### src/hdl/ptc_pkg.sv
// Shared types, constants and saturating arithmetic helpers for the collision unit.
package ptc_pkg;

    localparam int GAIN_FRAC = 16;
    localparam logic [19:0] LATE_SCALE = 20'd1000000;
    localparam logic [18:0] GAIN_ONE = 19'd65536;

    localparam logic [1:0] REG_COUNT = 2'd0;
    localparam logic [1:0] REG_TGAIN = 2'd1;
    localparam logic [1:0] REG_RGAIN = 2'd2;

    typedef logic signed [31:0] t_word;
    typedef logic signed [63:0] t_wide;

    typedef enum logic [1:0] {
        K_LOAD,
        K_SKIP,
        K_PART
    } t_kind;

    typedef struct packed {
        t_kind       kind;
        logic [5:0]  slot;
        logic [1:0]  vsel;
        logic [31:0] ax;
        logic [31:0] ay;
        logic [31:0] az;
        logic [31:0] bx;
        logic [31:0] by;
        logic [31:0] bz;
        logic [31:0] dt;
    } t_item;

    typedef struct packed {
        logic [6:0]  count;
        logic [17:0] tgain;
        logic [17:0] rgain;
    } t_cfg;

    typedef struct packed {
        logic [31:0] pos_x;
        logic [31:0] pos_y;
        logic [31:0] pos_z;
        logic [31:0] vel_x;
        logic [31:0] vel_y;
        logic [31:0] vel_z;
        logic [3:0]  bounces;
        logic [5:0]  last;
        logic        hit;
        logic        capped;
    } t_result;

    typedef enum logic [4:0] {
        B_IDLE, B_LOAD, B_SINIT, B_FETCH, B_F0, B_MV, B_F1, B_VN,
        B_DCAP, B_DIT, B_DFIN, B_XI, B_C, B_DEN, B_XA, B_NA,
        B_XB, B_NB, B_LATE, B_UPD, B_NEXT, B_SDONE, B_S, B_TMP,
        B_VT, B_VR, B_PU, B_OUT
    } t_bstate;

    function automatic t_word sat32(input t_wide v);
        t_word r;
        if (v > 64'sd2147483647) r = 32'sh7fffffff;
        else if (v < -64'sd2147483648) r = 32'sh80000000;
        else r = v[31:0];
        return r;
    endfunction

    function automatic t_word add32(input t_word a, input t_word b);
        t_wide s;
        s = $signed({{32{a[31]}}, a}) + $signed({{32{b[31]}}, b});
        return sat32(s);
    endfunction

    function automatic t_word sub32(input t_word a, input t_word b);
        t_wide s;
        s = $signed({{32{a[31]}}, a}) - $signed({{32{b[31]}}, b});
        return sat32(s);
    endfunction

    function automatic t_wide sadd64(input t_wide a, input t_wide b);
        logic signed [64:0] s;
        t_wide r;
        s = $signed({a[63], a}) + $signed({b[63], b});
        if (s[64] != s[63]) r = s[64] ? {1'b1, 63'b0} : {1'b0, {63{1'b1}}};
        else r = s[63:0];
        return r;
    endfunction

    function automatic logic [63:0] abs64(input t_wide v);
        logic [63:0] r;
        r = v[63] ? (~v + 64'd1) : v;
        return r;
    endfunction

    function automatic logic [31:0] abs32(input t_word v);
        logic [31:0] r;
        r = v[31] ? (~v + 32'd1) : v;
        return r;
    endfunction

endpackage

### src/hdl/ptc_front.sv
// Input stage: takes stream beats, unpacks and classifies them for the queue.
module ptc_front #(
    parameter int MAX_TRIANGLES = 64
) (
    input  logic              i_clk,
    input  logic              i_rst_n,
    input  logic              i_valid,
    output logic              o_ready,
    input  logic [231:0]      i_data,
    input  logic              i_user,
    output logic              o_valid,
    output ptc_pkg::t_item    o_item,
    input  logic              i_ready
);
    import ptc_pkg::*;

    logic  r_valid;
    t_item r_item;
    t_item n_item;

    assign o_ready = !r_valid || i_ready;
    assign o_valid = r_valid;
    assign o_item  = r_item;

    always_comb begin
        n_item.slot = i_data[5:0];
        n_item.vsel = i_data[7:6];
        n_item.ax   = i_data[39:8];
        n_item.ay   = i_data[71:40];
        n_item.az   = i_data[103:72];
        n_item.bx   = i_data[135:104];
        n_item.by   = i_data[167:136];
        n_item.bz   = i_data[199:168];
        n_item.dt   = i_data[231:200];
        if (i_user) n_item.kind = K_PART;
        else if (32'(i_data[5:0]) < MAX_TRIANGLES) n_item.kind = K_LOAD;
        else n_item.kind = K_SKIP;
    end

    always_ff @(posedge i_clk) begin
        if (!i_rst_n) begin
            r_valid <= 1'b0;
        end else if (o_ready) begin
            r_valid <= i_valid;
        end
    end

    always_ff @(posedge i_clk) begin
        if (o_ready && i_valid) begin
            r_item <= n_item;
        end
    end

endmodule

### config.mk
export PLATFORM = sky130hd
export DESIGN_NAME = ptc_front
export DESIGN_NICKNAME = d
export VERILOG_FILES = /design/src/hdl/ptc_pkg.sv /design/src/hdl/ptc_front.sv
export SDC_FILE = /design/constraint.sdc
export NUM_CORES = 1
export LEC_CHECK = 0
export ABC_AREA = 1
export BUFFER_PORTS_ARGS = -buffer_cell sky130_fd_sc_hd__buf_2
export CELL_PAD_IN_SITES_DETAIL_PLACEMENT = 1
export CELL_PAD_IN_SITES_GLOBAL_PLACEMENT = 2
export CORE_AREA = 2 2 185 187
export DETAILED_ROUTE_END_ITERATION = 16
export DIE_AREA = 0 0 187 189
export PLACE_DENSITY = 0.72
export SLEW_MARGIN = 15
export SYNTH_ARGS = -nofsm -noshare
export SYNTH_HDL_FRONTEND = slang
export SYNTH_SLANG_ARGS = --single-unit
### constraint.sdc
create_clock -name i_clk -period 18.4 [get_ports i_clk]
set_input_delay 0.92 -clock i_clk [delete_from_list [all_inputs] [get_ports i_clk]]
set_output_delay 0.92 -clock i_clk [all_outputs]
set_load 0.1 [all_outputs]
==> flow_metrics.py, run 1 <==
metrics = {
    "place": {
        "io_buffer_count": 471,
        "finalWeightedCongestion": 0.762,
        "dp_hpwl_um": 16800,
    },
    "critical_path": {
        "critical_path_class": "in -> reg",
        "startpoint_type": "input pin",
        "critical_path.cell_chain": "buf_2 -> inv_1 -> a21oi_4 -> buf_4 -> buf_4",
        "cp_max_fo": 78,
        "rrSetupSlack_ns": 15.41,
        "cp.required_ns": 18.54,
        "worst_ep_arrival_time_ns": 3.29,
        "cp_slowest_cell": "buf_4",
        "crit_path_end_kind": "flip-flop",
        "cp_slowest_stage_delay_ns": 0.83,
        "cp_top_family": "buffers and inverters",
        "crit_buf_inv": 4,
        "cp_common_cell": "buf_4",
    },
    "global_routing": {
        "grt_first_pass_wirelength_um": 30900,
        "track_usage_pct": 11.7,
        "grt_max_degree": 84,
        "overflow": 0,
        "grt_pass1_vias": 4941,
        "grt_antenna_before_repair": 5,
    },
    "layout": {
        "nets": 980,
        "final_cell_mix": "buf_2, edfxtp_1, clkbuf_16",
        "fillers": 3577,
        "syn2layout_area_growth_pct": 54.0,
        "final_common_cell": "buf_2",
        "drive_gt1_share_pct": 67.5,
    },
    "cts": {
        "cts_setup_buffers": 0,
        "root_buffer": "clkbuf_16",
        "numCtsBuffers": 26,
        "clkTransAtPathRegs_ns": 0.05,
        "cts_tree": "built",
        "htreeDepth": 1,
        "cts-resized-gates": 0,
        "clk-insertion-delay-late_ns": 0.53,
        "hold_buffers": 0,
        "clock_sinks": 234,
        "cts_buffer_depth": 3,
    },
    "drt": {
        "drc": 0,
        "drt-total-wl_um": 21600,
        "num_vias": 4497,
        "dr.first_iter.drc_count": 193,
        "drtPass1Iterations": 6,
        "viasPerCell": 3.71,
        "post_drt_wl_per_cell_um": 17.8,
        "antenna_left": 0,
    },
    "sta": {
        "period_share_pct": 17.1,
        "setup_violations": 0,
        "finalHoldViolCount": 0,
        "relSlewSlack_pct": 29.3,
        "finClkSkew_ns": 0.00601,
        "tns_ns": 0,
        "max_freq_mhz": 318,
        "slew_violations": 0,
        "finalCriticalPeriod_ns": 3.15,
        "grt_setup_unrepaired": "false",
        "worstMarginPinSlew_ns": 1.06,
    },
    "floorplan": {
        "num_rows": 67,
        "die-area_um2": 35300,
        "boundaryPins": 473,
        "die_h_um": 189,
        "start_util_pct": 21.2,
        "core_um2": 33300,
        "die_w_um": 187,
    },
    "yosys": {
        "synth_top_cell_area_share_pct": 99.1,
        "syn_nets": 479,
        "synth_seq_cells": 234,
        "syn_area_um2": 7060,
        "ys_types": 9,
        "netlist_instances": 242,
        "synth_seq_area_share_pct": 99.4,
        "yosys_warnings": 0,
        "syn_area_per_cell_um2": 29.2,
        "synth.top_cells.by_area": "edfxtp_1, dfxtp_1, a21oi_2, buf_4, inv_1",
        "yosysTopAreaCell": "edfxtp_1",
    },
    "power": {
        "cellPowerDensity_nw_per_um2": 133,
        "p_leak_nw": 4.58,
        "power.total_mw": 1.45,
        "ir_drop_v": 0.0000639,
    },
    "status": {
        "status": "completed",
    },
    "flow_run": {
        "cap_violations": 0,
    },
    "min_path": {
        "hold_class": "reg -> reg",
    },
}
## metal layers
metal	vias to the layer above	GRT usage (%)	routed length [um]
li1	1986	-	-
met1	2147	12.8	7690
met2	318	20.5	10800
met3	40	5.02	2400
met4	6	3.57	678
met5	-	0	41
## logic make-up (layout without fill, tap and decap cells)
family | after synthesis | in the layout | synth area share, %
and+or+nand+nor | 1 | 1 | 0.0887
buffers and inverters | 4 | 524 | 0.266
DFF | 234 | 234 | 99.4
other | 1 | 2 | 0.0531
AOI/OAI and AO/OA | 2 | 2 | 0.195
## worst paths after layout
check / start / endpoint / cells past startpoint
min: o_valid / o_valid / 2
max reg2reg: o_valid / o_item[70] / 3
min reg2reg: o_valid / o_valid / 2
max: i_valid / o_item[70] / 5
## cell type report
type	count	area, um2	area share [%]
Timing Repair Buffer	474	2380	21.9
Sequential cell	234	7020	64.5
Multi-Input combinational cell	4	35.0	0.322
Clock inverter	14	170	1.56
Inverter	3	11.3	0.104
Clock buffer	33	698	6.42
Tap cell	448	561	5.15
Antenna cell	1	2.50	0.0230
## flip-flops by register name, indices dropped and copies added (netlist names)
name / cells
o_valid: 1
o_item: 233
## power breakdown
group / internal (mW) / switching [mW]
logic: 0.0369 / 0.252
registers: 0.625 / 0.00879
clock network: 0.323 / 0.206
total: 0.985 / 0.466
## cell usage after synthesis
cell type and number:
dfxtp_1 1, buf_4 1, inv_1 2, nand2_2 1
conb_1 1, edfxtp_1 233, a21oi_1 1, a21oi_2 1
inv_2 1
## worst reg2reg max path: stages (launching register included)
cell	delay, ns
dfxtp_1	0.35
a21oi_4	0.66
buf_4	0.64
buf_4	0.87
## stage by stage
stage          hold slack (ns)  worst slack, ns  utilization, %  instance area (um2)  cells
6_report                 0.545            15.25            32.7                10900   1211
5_1_grt                  0.532            15.00            32.7                10900   1210
4_1_cts                  0.522            15.23            32.7                10900   1210
3_5_place_dp             0.539            14.66            30.1                10000   1163
3_3_place_gp             0.528            14.75            30.1                10000   1163
2_1_floorplan             1.02             5.33               -                 7060    242
(Power assumes the default switching activity.)
==> run 2: changes to the inputs <==
==> constraint.sdc (replaced) <==
create_clock -name i_clk -period 2.9 [get_ports i_clk]
set_input_delay 0.145 -clock i_clk [delete_from_list [all_inputs] [get_ports i_clk]]
set_output_delay 0.145 -clock i_clk [all_outputs]
set_load 0.1 [all_outputs]
==> flow_metrics.py, run 2 (same netlist as run 1, synthesis figures left out) <==
metrics = {
    "layout": {
        "largest_reg_flops": 233,
        "syn2layout_area_growth_pct": 87.4,
        "instances_no_fill": 1455,
        "final_cell_mix": "buf_2, dlygate4sd3_1, edfxtp_1",
        "fillers": 3430,
        "stdcell_area_um2": 13200,
        "nets": 1222,
        "utilization_pct": 39.7,
        "drive_gt1_share_pct": 51.5,
        "final_common_cell": "buf_2",
    },
    "cts": {
        "numCtsBuffers": 26,
        "htreeDepth": 1,
        "clock_sinks": 234,
        "cts_tree": "built",
        "clk-insertion-delay-late_ns": 0.53,
        "root_buffer": "clkbuf_16",
        "cts-resized-gates": 0,
        "clkTransAtPathRegs_ns": 0.06,
        "cts_buffer_depth": 3,
    },
    "global_routing": {
        "grt_antenna_before_repair": 4,
        "grt_first_pass_wirelength_um": 38100,
        "overflow": 0,
        "track_usage_pct": 14.2,
        "grt_max_degree": 67,
        "grt_pass1_vias": 6265,
    },
    "sta": {
        "max_freq_mhz": 611,
        "worstMarginPinSlew_ns": 0.529,
        "period_share_pct": 56.4,
        "slew_violations": 0,
        "finalCriticalPeriod_ns": 1.64,
        "finClkSkew_ns": 0.0157,
        "tns_ns": 0,
        "grt_setup_unrepaired": "false",
        "finalHoldViolCount": 0,
        "relSlewSlack_pct": 64.9,
        "setup_violations": 0,
        "fin_ws_ns": 1.26,
        "holdWs_ns": 0.124,
    },
    "floorplan": {
        "die_h_um": 189,
        "core_um2": 33300,
        "num_rows": 67,
        "die-area_um2": 35300,
        "start_util_pct": 21.2,
        "die_w_um": 187,
        "boundaryPins": 473,
    },
    "min_path": {
        "hold_class": "in -> reg",
        "worstHoldStart": "i_ready",
        "min_path_cells": 3,
        "hold_end": "o_item[127]",
    },
    "critical_path": {
        "critical_path_class": "reg -> reg",
        "regToRegStartpoint": "o_valid",
        "worstRegToRegCells": 3,
        "worst_ep_arrival_time_ns": 1.84,
        "startpoint_type": "flip-flop",
        "cp_max_fo": 38,
        "crit_path_end_kind": "flip-flop",
        "rrSetupSlack_ns": 1.26,
        "r2r-end": "o_item[109]",
        "cp.required_ns": 3.11,
    },
    "drt": {
        "antenna_left": 0,
        "drc": 0,
        "num_vias": 5462,
        "drt-total-wl_um": 25900,
        "post_drt_wl_per_cell_um": 17.8,
        "viasPerCell": 3.75,
        "dr.first_iter.drc_count": 171,
        "drtPass1Iterations": 4,
    },
    "power": {
        "power.total_mw": 9.12,
        "cellPowerDensity_nw_per_um2": 690,
        "ir_drop_v": 0.000528,
        "p_leak_nw": 5.55,
    },
    "flow_run": {
        "cap_violations": 0,
    },
    "place": {
        "dp_hpwl_um": 17100,
        "dp.cells": 1170,
        "finalWeightedCongestion": 0.801,
        "io_buffer_count": 471,
        "post_dp_cell_area_um2": 10100,
        "dp_slack_ns": 1.28,
    },
    "status": {
        "status": "completed",
    },
}
[run 2: changes by cell type in the layout (fill, tap and decap cells not counted), sizes merged]
cell	previous run	this run
dlygate4sd3	0	235
clkbuf	33	39
inv	4	3
diode	1	3
bufinv	4	0
buf	474	481
clkinv	8	7
[run 2: where the power goes]
part / leakage [nW] / internal (mW) / total [mW] / switching [mW]
Sequential: 2.26 / 3.96 / 4.02 / 0.0563
Clock: 0.365 / 1.70 / 2.97 / 1.27
Combinational: 2.93 / 0.460 / 2.14 / 1.68
Total: 5.55 / 6.12 / 9.12 / 3.00
[run 2: how the worst max path moves through the flow]
stage	startpoint	endpoint	slack, ns	depth (start not counted)
after global routing	o_valid	o_item[62]	1.21	3
after CTS	o_valid	o_item[28]	1.27	3
after detailed placement	o_valid	o_item[194]	1.28	3
after global placement	o_valid	o_item[109]	1.30	3
final	o_valid	o_item[109]	1.26	3
after floorplan	o_valid	o_item[0]	-1.95	1
[run 2: what timing repair did]
action                    in CTS  in global routing
hold buffers                 235                  0
setup buffers                  0                  0
hold endpoints to repair     234                  0
[run 2: worst max-delay path, stage by stage (launching register included)]
cell and delay [ns]:
dfxtp_4 0.36, a21oi_4 0.39, buf_12 0.25, buf_12 0.25
[run 2: area by class of cell]
type | count | area (um2) | area share, %
Clock inverter | 8 | 37.5 | 0.284
Tap cell | 448 | 561 | 4.24
Clock buffer | 39 | 721 | 5.45
Timing Repair Buffer | 716 | 4830 | 36.5
Sequential cell | 234 | 7020 | 53.1
Multi-Input combinational cell | 4 | 35.0 | 0.265
Inverter | 3 | 11.3 | 0.0851
Antenna cell | 3 | 7.51 | 0.0568
[run 2: layer usage]
metal  routed length, um  vias up  global-route usage [%]
li1                    -     2477                       -
met1                9660     2600                    15.5
met2               13000      331                    25.1
met3                2380       52                    5.32
met4                 914        2                    5.22
met5                  12        -                       0
