--- src/hdl/ptc_pkg.sv ---
// Shared types, constants and saturating arithmetic helpers for the collision unit.
package ptc_pkg;

    localparam int GAIN_FRAC = 16;
    localparam logic [19:0] LATE_SCALE = 20'd1000000;
    localparam logic [18:0] GAIN_ONE = 19'd65536;

    localparam logic [1:0] REG_COUNT = 2'd0;
    localparam logic [1:0] REG_TGAIN = 2'd1;
    localparam logic [1:0] REG_RGAIN = 2'd2;

    typedef logic signed [31:0] t_word;
    typedef logic signed [63:0] t_wide;

    typedef enum logic [1:0] {
        K_LOAD,
        K_SKIP,
        K_PART
    } t_kind;

    typedef struct packed {
        t_kind       kind;
        logic [5:0]  slot;
        logic [1:0]  vsel;
        logic [31:0] ax;
        logic [31:0] ay;
        logic [31:0] az;
        logic [31:0] bx;
        logic [31:0] by;
        logic [31:0] bz;
        logic [31:0] dt;
    } t_item;

    typedef struct packed {
        logic [6:0]  count;
        logic [17:0] tgain;
        logic [17:0] rgain;
    } t_cfg;

    typedef struct packed {
        logic [31:0] pos_x;
        logic [31:0] pos_y;
        logic [31:0] pos_z;
        logic [31:0] vel_x;
        logic [31:0] vel_y;
        logic [31:0] vel_z;
        logic [3:0]  bounces;
        logic [5:0]  last;
        logic        hit;
        logic        capped;
    } t_result;

    typedef enum logic [4:0] {
        B_IDLE, B_LOAD, B_SINIT, B_FETCH, B_F0, B_MV, B_F1, B_VN,
        B_DCAP, B_DIT, B_DFIN, B_XI, B_C, B_DEN, B_XA, B_NA,
        B_XB, B_NB, B_LATE, B_UPD, B_NEXT, B_SDONE, B_S, B_TMP,
        B_VT, B_VR, B_PU, B_OUT
    } t_bstate;

    function automatic t_word sat32(input t_wide v);
        t_word r;
        if (v > 64'sd2147483647) r = 32'sh7fffffff;
        else if (v < -64'sd2147483648) r = 32'sh80000000;
        else r = v[31:0];
        return r;
    endfunction

    function automatic t_word add32(input t_word a, input t_word b);
        t_wide s;
        s = $signed({{32{a[31]}}, a}) + $signed({{32{b[31]}}, b});
        return sat32(s);
    endfunction

    function automatic t_word sub32(input t_word a, input t_word b);
        t_wide s;
        s = $signed({{32{a[31]}}, a}) - $signed({{32{b[31]}}, b});
        return sat32(s);
    endfunction

    function automatic t_wide sadd64(input t_wide a, input t_wide b);
        logic signed [64:0] s;
        t_wide r;
        s = $signed({a[63], a}) + $signed({b[63], b});
        if (s[64] != s[63]) r = s[64] ? {1'b1, 63'b0} : {1'b0, {63{1'b1}}};
        else r = s[63:0];
        return r;
    endfunction

    function automatic logic [63:0] abs64(input t_wide v);
        logic [63:0] r;
        r = v[63] ? (~v + 64'd1) : v;
        return r;
    endfunction

    function automatic logic [31:0] abs32(input t_word v);
        logic [31:0] r;
        r = v[31] ? (~v + 32'd1) : v;
        return r;
    endfunction

endpackage

--- src/hdl/ptc_queue.sv ---
// Two-entry queue between the input stage and the collision engine.
module ptc_queue (
    input  logic              i_clk,
    input  logic              i_rst_n,
    input  logic              i_push,
    output logic              o_ready,
    input  ptc_pkg::t_item    i_item,
    output logic              o_valid,
    output ptc_pkg::t_item    o_item,
    input  logic              i_pop
);
    import ptc_pkg::*;

    t_item      r_mem [2];
    logic       r_wp;
    logic       r_rp;
    logic [1:0] r_cnt;
    logic       push_ok;
    logic       pop_ok;

    assign o_ready = (r_cnt != 2'd2);
    assign o_valid = (r_cnt != 2'd0);
    assign o_item  = r_mem[r_rp];
    assign push_ok = i_push && o_ready;
    assign pop_ok  = i_pop && o_valid;

    always_ff @(posedge i_clk) begin
        if (!i_rst_n) begin
            r_wp  <= 1'b0;
            r_rp  <= 1'b0;
            r_cnt <= 2'd0;
        end else begin
            if (push_ok) r_wp <= !r_wp;
            if (pop_ok) r_rp <= !r_rp;
            if (push_ok && !pop_ok) r_cnt <= r_cnt + 2'd1;
            else if (pop_ok && !push_ok) r_cnt <= r_cnt - 2'd1;
        end
    end

    always_ff @(posedge i_clk) begin
        if (push_ok) r_mem[r_wp] <= i_item;
    end

endmodule

--- config.mk ---
export PLATFORM = sky130hd
export DESIGN_NAME = ptc_queue
export DESIGN_NICKNAME = d
export VERILOG_FILES = /design/src/hdl/ptc_pkg.sv /design/src/hdl/ptc_queue.sv
export SDC_FILE = /design/constraint.sdc
export NUM_CORES = 1
export LEC_CHECK = 0
export ABC_AREA = 1
export BUFFER_PORTS_ARGS = -buffer_cell sky130_fd_sc_hd__buf_2
export CAP_MARGIN = 20
export CORE_MARGIN = 2
export CORE_UTILIZATION = 52
export CTS_CLUSTER_DIAMETER = 120
export DETAILED_ROUTE_END_ITERATION = 10
export GPL_TIMING_DRIVEN = 0
export PLACE_DENSITY = 0.79
export SYNTH_ARGS = -nofsm -noshare
export SYNTH_HDL_FRONTEND = slang
export SYNTH_SLANG_ARGS = --single-unit
--- constraint.sdc ---
create_clock -name i_clk -period 15.4 [get_ports i_clk]
set_clock_uncertainty 0.2 [all_clocks]
set_input_delay 2.31 -clock i_clk [delete_from_list [all_inputs] [get_ports i_clk]]
set_output_delay 2.31 -clock i_clk [all_outputs]
set_load 0.01 [all_outputs]
==> reports/results.txt, run 1 <==
Counting every sink on the clock net gives 473. Post-CTS repair changed the size of 0 cells. After legalization and detailed placement, the total HPWL measured 26500 µm. After synthesis, flip-flops and latches occupy 79.6% of the total area. The average footprint of a synthesized cell works out to 23.2 µm². Clock tree synthesis selected as its root buffer the cell sky130_fd_sc_hd__clkbuf_16.

VDD sags by at most 130 µV. After filler insertion, the fill cell instance count of the layout stands at 2237. The routed wirelength normalized by instance count works out to 20.7 µm. After synthesis, the most frequently instantiated cells are sky130_fd_sc_hd__edfxtp_1, sky130_fd_sc_hd__mux2_4, sky130_fd_sc_hd__mux2_2. STA classifies the critical path startpoint as a flop. Once the floorplan was initialized, standard cells occupied 52.9% of the core. The count of nets left with antenna violations once routing finished came out at 0.

Entering global routing, the biggest net connects 34 pins. TritonCTS built the clock tree. For the number of instances in the synthesized netlist, the log shows 765. Summed over all layers, the routed wires come to 37100 µm. The run gives 9697 as the via count of the first global-routing pass. The count of buffers added on input and output ports is 473.

Critical register-to-register path startpoint: r_cnt[0]$_SDFFE_PN0P_. Cell with the most instances after synthesis: sky130_fd_sc_hd__edfxtp_1. Cells with a size suffix above 1 make up 61.1% of the layout. The count of endpoints failing hold in the final timing report is 0. The signal arrival time at the worst endpoint was 1950 ps.

The TritonCTS buffer count came out at 48. The critical path in this run is classified as reg2out. For the required time of the worst setup path, the log shows 12890 ps.

The tools report the max-slew headroom at the worst pin as 31.0%. The net count after synthesis was 1004; the total count of max-transition violations in the final report was 0. For this block, the via count after detailed routing is 9032.

The placer's final routability congestion estimate is 0.777, and the maximum clock rate is 224 MHz. For the placeable core area, the log shows 33600 µm². The global-route usage over all layers is 20.3%. After layout, the design draws a total of 3.70 mW. Number of antenna violations at the first check in global routing: 4. The summed area of non-filler cells in the final layout came out at 22600 µm². After detailed routing, the number of remaining DRC violations is 0.

Before antenna repair, the detailed router went through 4 iterations. The clock period could shrink to 4460 ps. The worst hold path stage count came out at 2. The category of the worst setup path capture point is an output port. Compared with the post-synthesis result, the final layout area differs by 27.1%. The top cell type by area accounts for 79.0% of the synthesized area.

Sum of overflow across all layers after global routing: 0. The die extent in y is 189 µm, and the number of cell rows is 67. The run gives 0 as the max-capacitance violation count.

The maximum fanout count along the critical path was 10; the worst-case clock buffer depth was 3. The run gives 554 as the number of DRC markers in iteration 0. Summed over all instances, the cell type with the most area after synthesis is sky130_fd_sc_hd__edfxtp_1. For this run, the post-layout net count is 1544.

The tools report the reported leakage power as 8.82 nW. The clock-pin slew on the worst setup and hold paths is 60 ps, and the area of combinational cells with multiple inputs is 3360 µm². The die covers 35700 µm². The H-tree generated during clock tree synthesis spans 2 levels. For the worst flop-to-flop path, the logic depth is 8. Yosys mapped a number of flops with a built-in enable equal to 468.

The combined area of all synthesized cells is 17800 µm². The first global-routing pass estimated 55000 µm of wire. The flow ran to the end, and the final reports show no timing, DRC or antenna violations.

For this run, the leading register cell type out of synthesis is sky130_fd_sc_hd__edfxtp_1. Setup violations remaining at the end of the flow were counted as 0. Buffers inserted to repair hold after CTS numbered 0. The run gives 14200 µm² as the area used by sequential logic in the layout. The worst hold path begins at r_rp$_SDFFE_PN0P_. Sorting the synthesized cells by area gives the leading types as sky130_fd_sc_hd__edfxtp_1, sky130_fd_sc_hd__mux2_4, sky130_fd_sc_hd__mux2_2, sky130_fd_sc_hd__buf_6, sky130_fd_sc_hd__dfxtp_1. The run gives 1703 as the cell total after placement. Setup repair after global routing left no endpoint under its margin. For the buffer count from post-CTS setup fixing, the log shows 0. The clock insertion delay at the later pin of the skew report is 540 ps. The portion of the clock cycle consumed by the worst path in the final layout came out at 28.9%. The reg-to-reg critical path endpoint was r_mem[0][135]$_DFFE_PP_. The reg2reg setup slack is 12350 ps, and the count of different cell masters after synthesis is 15. Power spread over the standard cell area amounts to 164 nW/µm². After detailed routing, the number of vias per cell comes to 5.04. Measured along the x axis, the die boundary spans 189 µm.

After the flow finishes, the layout carries non-filler instances totaling 1791. In this run the cell area measured after placement is 21100 µm². The boundary pin count is 474, and the proportion of synthesized flip-flops having asynchronous set or reset is 0%. The yosys synthesis warning count was 0; the worst-margin pin slew was 1030 ps. The class of the tightest hold or removal check was reg2reg. The tools report the endpoint with the worst hold slack as r_rp$_SDFFE_PN0P_. Counting flops and latches in the post-synthesis netlist gives 473.
==> per-stage QoR <==
stage	hold slack, ps	setup TNS (ps)	setup WS [ps]	utilization, %
after global routing	362	0	10840	67.2
after global placement	277	-1448160	-3130	61.6
after floorplan	267	0	2270	-
final	305	0	10940	67.2
after CTS	310	0	10850	67.2
after detailed placement	293	0	10490	62.7
==> layer usage <==
| metal | vias to the layer above | share of wire [%] | track usage (%) | wire (µm) |
|---|---|---|---|---|
| met5 | - | 0 | 0 | 0 |
| met4 | 0 | 3.3 | 7.60 | 1210 |
| met3 | 80 | 7.6 | 5.76 | 2810 |
| met2 | 368 | 53 | 36.8 | 19800 |
| met1 | 4459 | 36 | 22.7 | 13300 |
| li1 | 4125 | - | - | - |
==> worst max-delay path by stage <==
| stage | from | to | slack [ps] | depth (start not counted) |
|---|---|---|---|---|
| 2_1_floorplan | i_push | r_mem[0][0]$_DFFE_PP_ | 2270 | 2 |
| 3_3_place_gp | i_push | r_mem[0][86]$_DFFE_PP_ | -3130 | 3 |
| 3_5_place_dp | i_push | r_mem[0][86]$_DFFE_PP_ | 10490 | 7 |
| 4_1_cts | flop | o_item[143] | 10850 | 5 |
| 5_1_grt | flop | o_item[143] | 10840 | 5 |
| 6_report | flop | o_item[143] | 10940 | 5 |
==> critical path, stage by stage (launching register included) <==
cell,delay (ps)
sky130_fd_sc_hd__dfxtp_1,330
sky130_fd_sc_hd__buf_6,150
sky130_fd_sc_hd__buf_6,220
sky130_fd_sc_hd__buf_6,220
sky130_fd_sc_hd__mux2_4,330
sky130_fd_sc_hd__buf_2,140
==> final cells by class <==
type	instances	share of cell area, %
antenna	5	0.0554
timing repair buffer	490	12.1
inverter	8	0.133
sequential	473	62.6
tap	448	2.48
multi-input combinational	258	14.9
clock buffer	55	5.53
buffer	26	1.10
clock inverter	28	1.07
==> state kept, by name, summed over array words and instances (netlist names), named ones only <==
signal  count
r_cnt       2
r_rp        1
r_mem     468
r_wp        1
==> kinds of logic (layout without fill, tap and decap cells) <==
logic type / Yosys count / count (layout) / share of synthesized area [%]
buf+inv: 34 / 607 / 1.57
fa+ha+maj: 1 / 1 / 0.0704
mux: 234 / 234 / 18.2
flops: 473 / 473 / 79.6
simple gates: 19 / 19 / 0.422
compound gates: 4 / 4 / 0.127
other cells: 0 / 5 / 0
==> where the power goes <==
part	leakage, nW	internal, mW	switching [mW]
Combinational	3.69	0.457	0.476
Sequential	4.41	1.63	0.0420
Clock	0.729	0.645	0.456
==> placed cells by master (no fill, tap or decap), types with 2 or more instances in the layout <==
cell type / n
sky130_fd_sc_hd__clkbuf_16: 49
sky130_fd_sc_hd__edfxtp_1: 468
sky130_fd_sc_hd__nand2_1: 9
sky130_fd_sc_hd__mux2_2: 74
sky130_fd_sc_hd__inv_1: 8
sky130_fd_sc_hd__o21ai_0: 2
sky130_fd_sc_hd__nor2_4: 2
sky130_fd_sc_hd__mux2_4: 160
sky130_fd_sc_hd__bufinv_16: 4
sky130_fd_sc_hd__clkinv_2: 8
sky130_fd_sc_hd__clkinv_1: 11
sky130_fd_sc_hd__clkbuf_1: 6
sky130_fd_sc_hd__buf_16: 4
sky130_fd_sc_hd__nor2_1: 6
sky130_fd_sc_hd__inv_6: 2
sky130_fd_sc_hd__buf_6: 19
sky130_fd_sc_hd__buf_2: 480
sky130_fd_sc_hd__dfxtp_1: 5
sky130_fd_sc_hd__clkinvlp_4: 2
sky130_fd_sc_hd__buf_12: 13
sky130_fd_sc_hd__diode_2: 5
Note: power is estimated with default switching activity, not from simulation.
==> run 2, diff against run 1 <==
==> constraint.sdc (replaced) <==
create_clock -name i_clk -period 4.31 [get_ports i_clk]
set_clock_uncertainty 0.2 [all_clocks]
set_input_delay 0.6465 -clock i_clk [delete_from_list [all_inputs] [get_ports i_clk]]
set_output_delay 0.6465 -clock i_clk [all_outputs]
set_load 0.01 [all_outputs]
==> run 2 against run 1 <==
Setup slack got worse by 9400 ps. Largest cell class unchanged. Non-clock buffer count increased by 1. Largest power group unchanged. Register-to-register slack got worse by 11000 ps. Cell area increased by 0.40%.
==> reports/results.txt, run 2 (synthesis results as in run 1) <==
Setup repair after global routing left no endpoint under its margin. The max-capacitance violation count is 0. The final route contains 9100 vias. The flow ran to the end, and the final reports show no timing, DRC or antenna violations.

The slowest stage of the critical path is the sky130_fd_sc_hd__dfxtp_1 cell. For the via count of the first global-routing pass, the log shows 9490. Level count of the clock H-tree: 2. The tree is rooted in a sky130_fd_sc_hd__clkbuf_16. The floorplan step defined a die boundary enclosing 35700 µm². For this configuration, the core starts out at a cell density of 52.9%. The floorplan has 67 rows. STA puts the critical path data arrival time at 1940 ps.

The die extent in y was 189 µm. The quantity of hold-fixing buffers added after cts is 0, and the flip-flop count of the largest register after layout is 468. The number of iterations in the first detailed-routing pass came out at 4. The logs give 0 for the total setup violations reported at the end of the flow and 0 for the count of endpoints failing hold in the final timing report.

The total count of max-transition violations in the final report came out at 0. TritonCTS built the clock tree. The largest registers in the layout are r_mem (468), r_cnt (2). The total clock sinks was 473; the final hold slack was 83.0 ps.

The most prevalent standard cell on the critical path is sky130_fd_sc_hd__buf_6. The first global-routing pass estimated 54500 µm of wire. The largest single stage delay on the critical path is 330 ps. OpenSTA, run right after detailed placement, puts the worst setup slack at 1450 ps. In the routed design, unresolved DRC markers number 0.

The worst setup path is launched from a flop. The run gives 359 MHz as the maximum clock rate. After clock tree synthesis, the repair step resized 0 gates. For the clock insertion delay at the later pin of the skew report, the log shows 530 ps. Grouping stages by cell kind, the critical path spends the most delay in buffers and inverters. Routability-driven placement finished with a final weighted congestion of 0.775.

The worst setup path is of the reg2out kind. Post-CTS timing repair inserted 0 buffers for setup. Entering global routing, the biggest net connects 32 pins. The number of placed instances, taps included, is 1704. After legalization and detailed placement, the total HPWL measured 26800 µm. The worst-margin pin slew was 674 ps; the number of vias per cell was 5.06. The die width works out to 189 µm. The area overhead of the layout relative to synthesis is 27.6%. In the layout the commonest cells are sky130_fd_sc_hd__buf_2, sky130_fd_sc_hd__edfxtp_1, sky130_fd_sc_hd__mux2_4. For the share of the core filled with cells, the log shows 67.5%. The number of antenna violations at the first check in global routing was 11. The path class of the tightest hold or removal check is in2reg.

After detailed routing, the average wire length per cell comes to 20.8 µm. For the final wirelength, the log shows 37400 µm. The buffering stage count on the worst path with inverters included is 4, and the number of DRC markers in iteration 0 is 445. After clock tree synthesis, the clock-pin slew on the worst setup and hold paths is 60 ps. Of all nets on the critical path, the largest fanout is 10. The share of layout cells above drive strength 1 was 61.1%. The reported leakage power came out at 8.85 nW. After the last flow step, the layout net total stands at 1545. Input and output buffers added on the ports amount to 473. The peak ir drop on the vdd network is 472 µV, and the post-layout minimum cycle time is 2790 ps.

More flip-flops sit in one register than any other, and that register is r_mem. The logs give 33600 µm² for the placeable core area and 48 for the TritonCTS buffer count. The max-slew headroom at the worst pin was 55.0%. After layout, the worst path uses 64.7% of the clock period. The most frequent standard cell in the layout excluding fill and tap cells is sky130_fd_sc_hd__buf_2. The power per unit of standard cell area was 587 nW/µm²; the required time of the worst setup path was 3460 ps.

Walking the worst path, the cells encountered are buf_6, buf_6, buf_6, mux2_4, buf_2. The detail route stage leaves a number of antenna-violating nets equal to 0. In the global route stage, overall resource usage came out at 20.2%. The boundary pin count was 474. Once routing completed, OpenROAD measured the worst setup slack at 1520 ps. STA classifies the critical path endpoint as an output port.

Summed over all layers, the global routing overflow is 0. Leaving out filler cells and counting taps, the final layout contains 1800. The clock passes through at most 3 buffers.
-- run 2: stage by stage --
step | total power [mW] | TNS, ps | area (µm²)
after floorplan | 8.14 | -227410 | 17800
after detailed placement | 9.43 | 0 | 21100
final | 13.3 | 0 | 22700
after global placement | 9.30 | -1141380 | 20700
after CTS | 13.4 | 0 | 22700
after global routing | 13.8 | 0 | 22700
-- run 2: routing by layer --
metal | global-route usage (%) | part of all wire [%]
met2 | 37.1 | 54
met3 | 5.67 | 7.6
met1 | 21.9 | 35
met4 | 8.50 | 3.3
met5 | 0 | 0.075
-- run 2: final cells by class --
class,count,area (µm²)
diodes,9,22.5
plain buffers,26,249
flip-flops and latches,473,14200
fillers,2172,10900
multi-input cells,258,3380
clock buffers,56,1250
inverters,8,30.0
repair buffers,491,2760
well taps,448,561
clock inverters,31,283
-- run 2: path summary, 6_finish.rpt --
| check | startpoint | slack, ps | depth (start not counted) | endpoint |
|---|---|---|---|---|
| worst max register to register | r_cnt[0]$_SDFFE_PN0P_ | 1610 | 8 | r_mem[0][70]$_DFFE_PP_ |
| worst min-delay path | i_item[95] | 80 | 1 | r_mem[0][95]$_DFFE_PP_ |
| worst min register to register | r_rp$_SDFFE_PN0P_ | 320 | 2 | r_rp$_SDFFE_PN0P_ |
| worst max-delay path | flop | 1520 | 5 | o_item[136] |
-- run 2: power by group --
| group | switching, mW | leakage [nW] | internal, mW |
|---|---|---|---|
| combinational | 1.71 | 3.70 | 1.65 |
| clock | 1.62 | 0.745 | 2.37 |
| sequential | 0.153 | 4.41 | 5.81 |
-- run 2: worst reg2reg max path, stage by stage (launching register included) --
cell and delay [ps]:
sky130_fd_sc_hd__dfxtp_1 370, sky130_fd_sc_hd__inv_1 110, sky130_fd_sc_hd__nand2_1 200, sky130_fd_sc_hd__nand2_8 90, sky130_fd_sc_hd__nor2_4 530, sky130_fd_sc_hd__buf_16 240
sky130_fd_sc_hd__buf_12 190, sky130_fd_sc_hd__buf_12 230, sky130_fd_sc_hd__buf_12 240
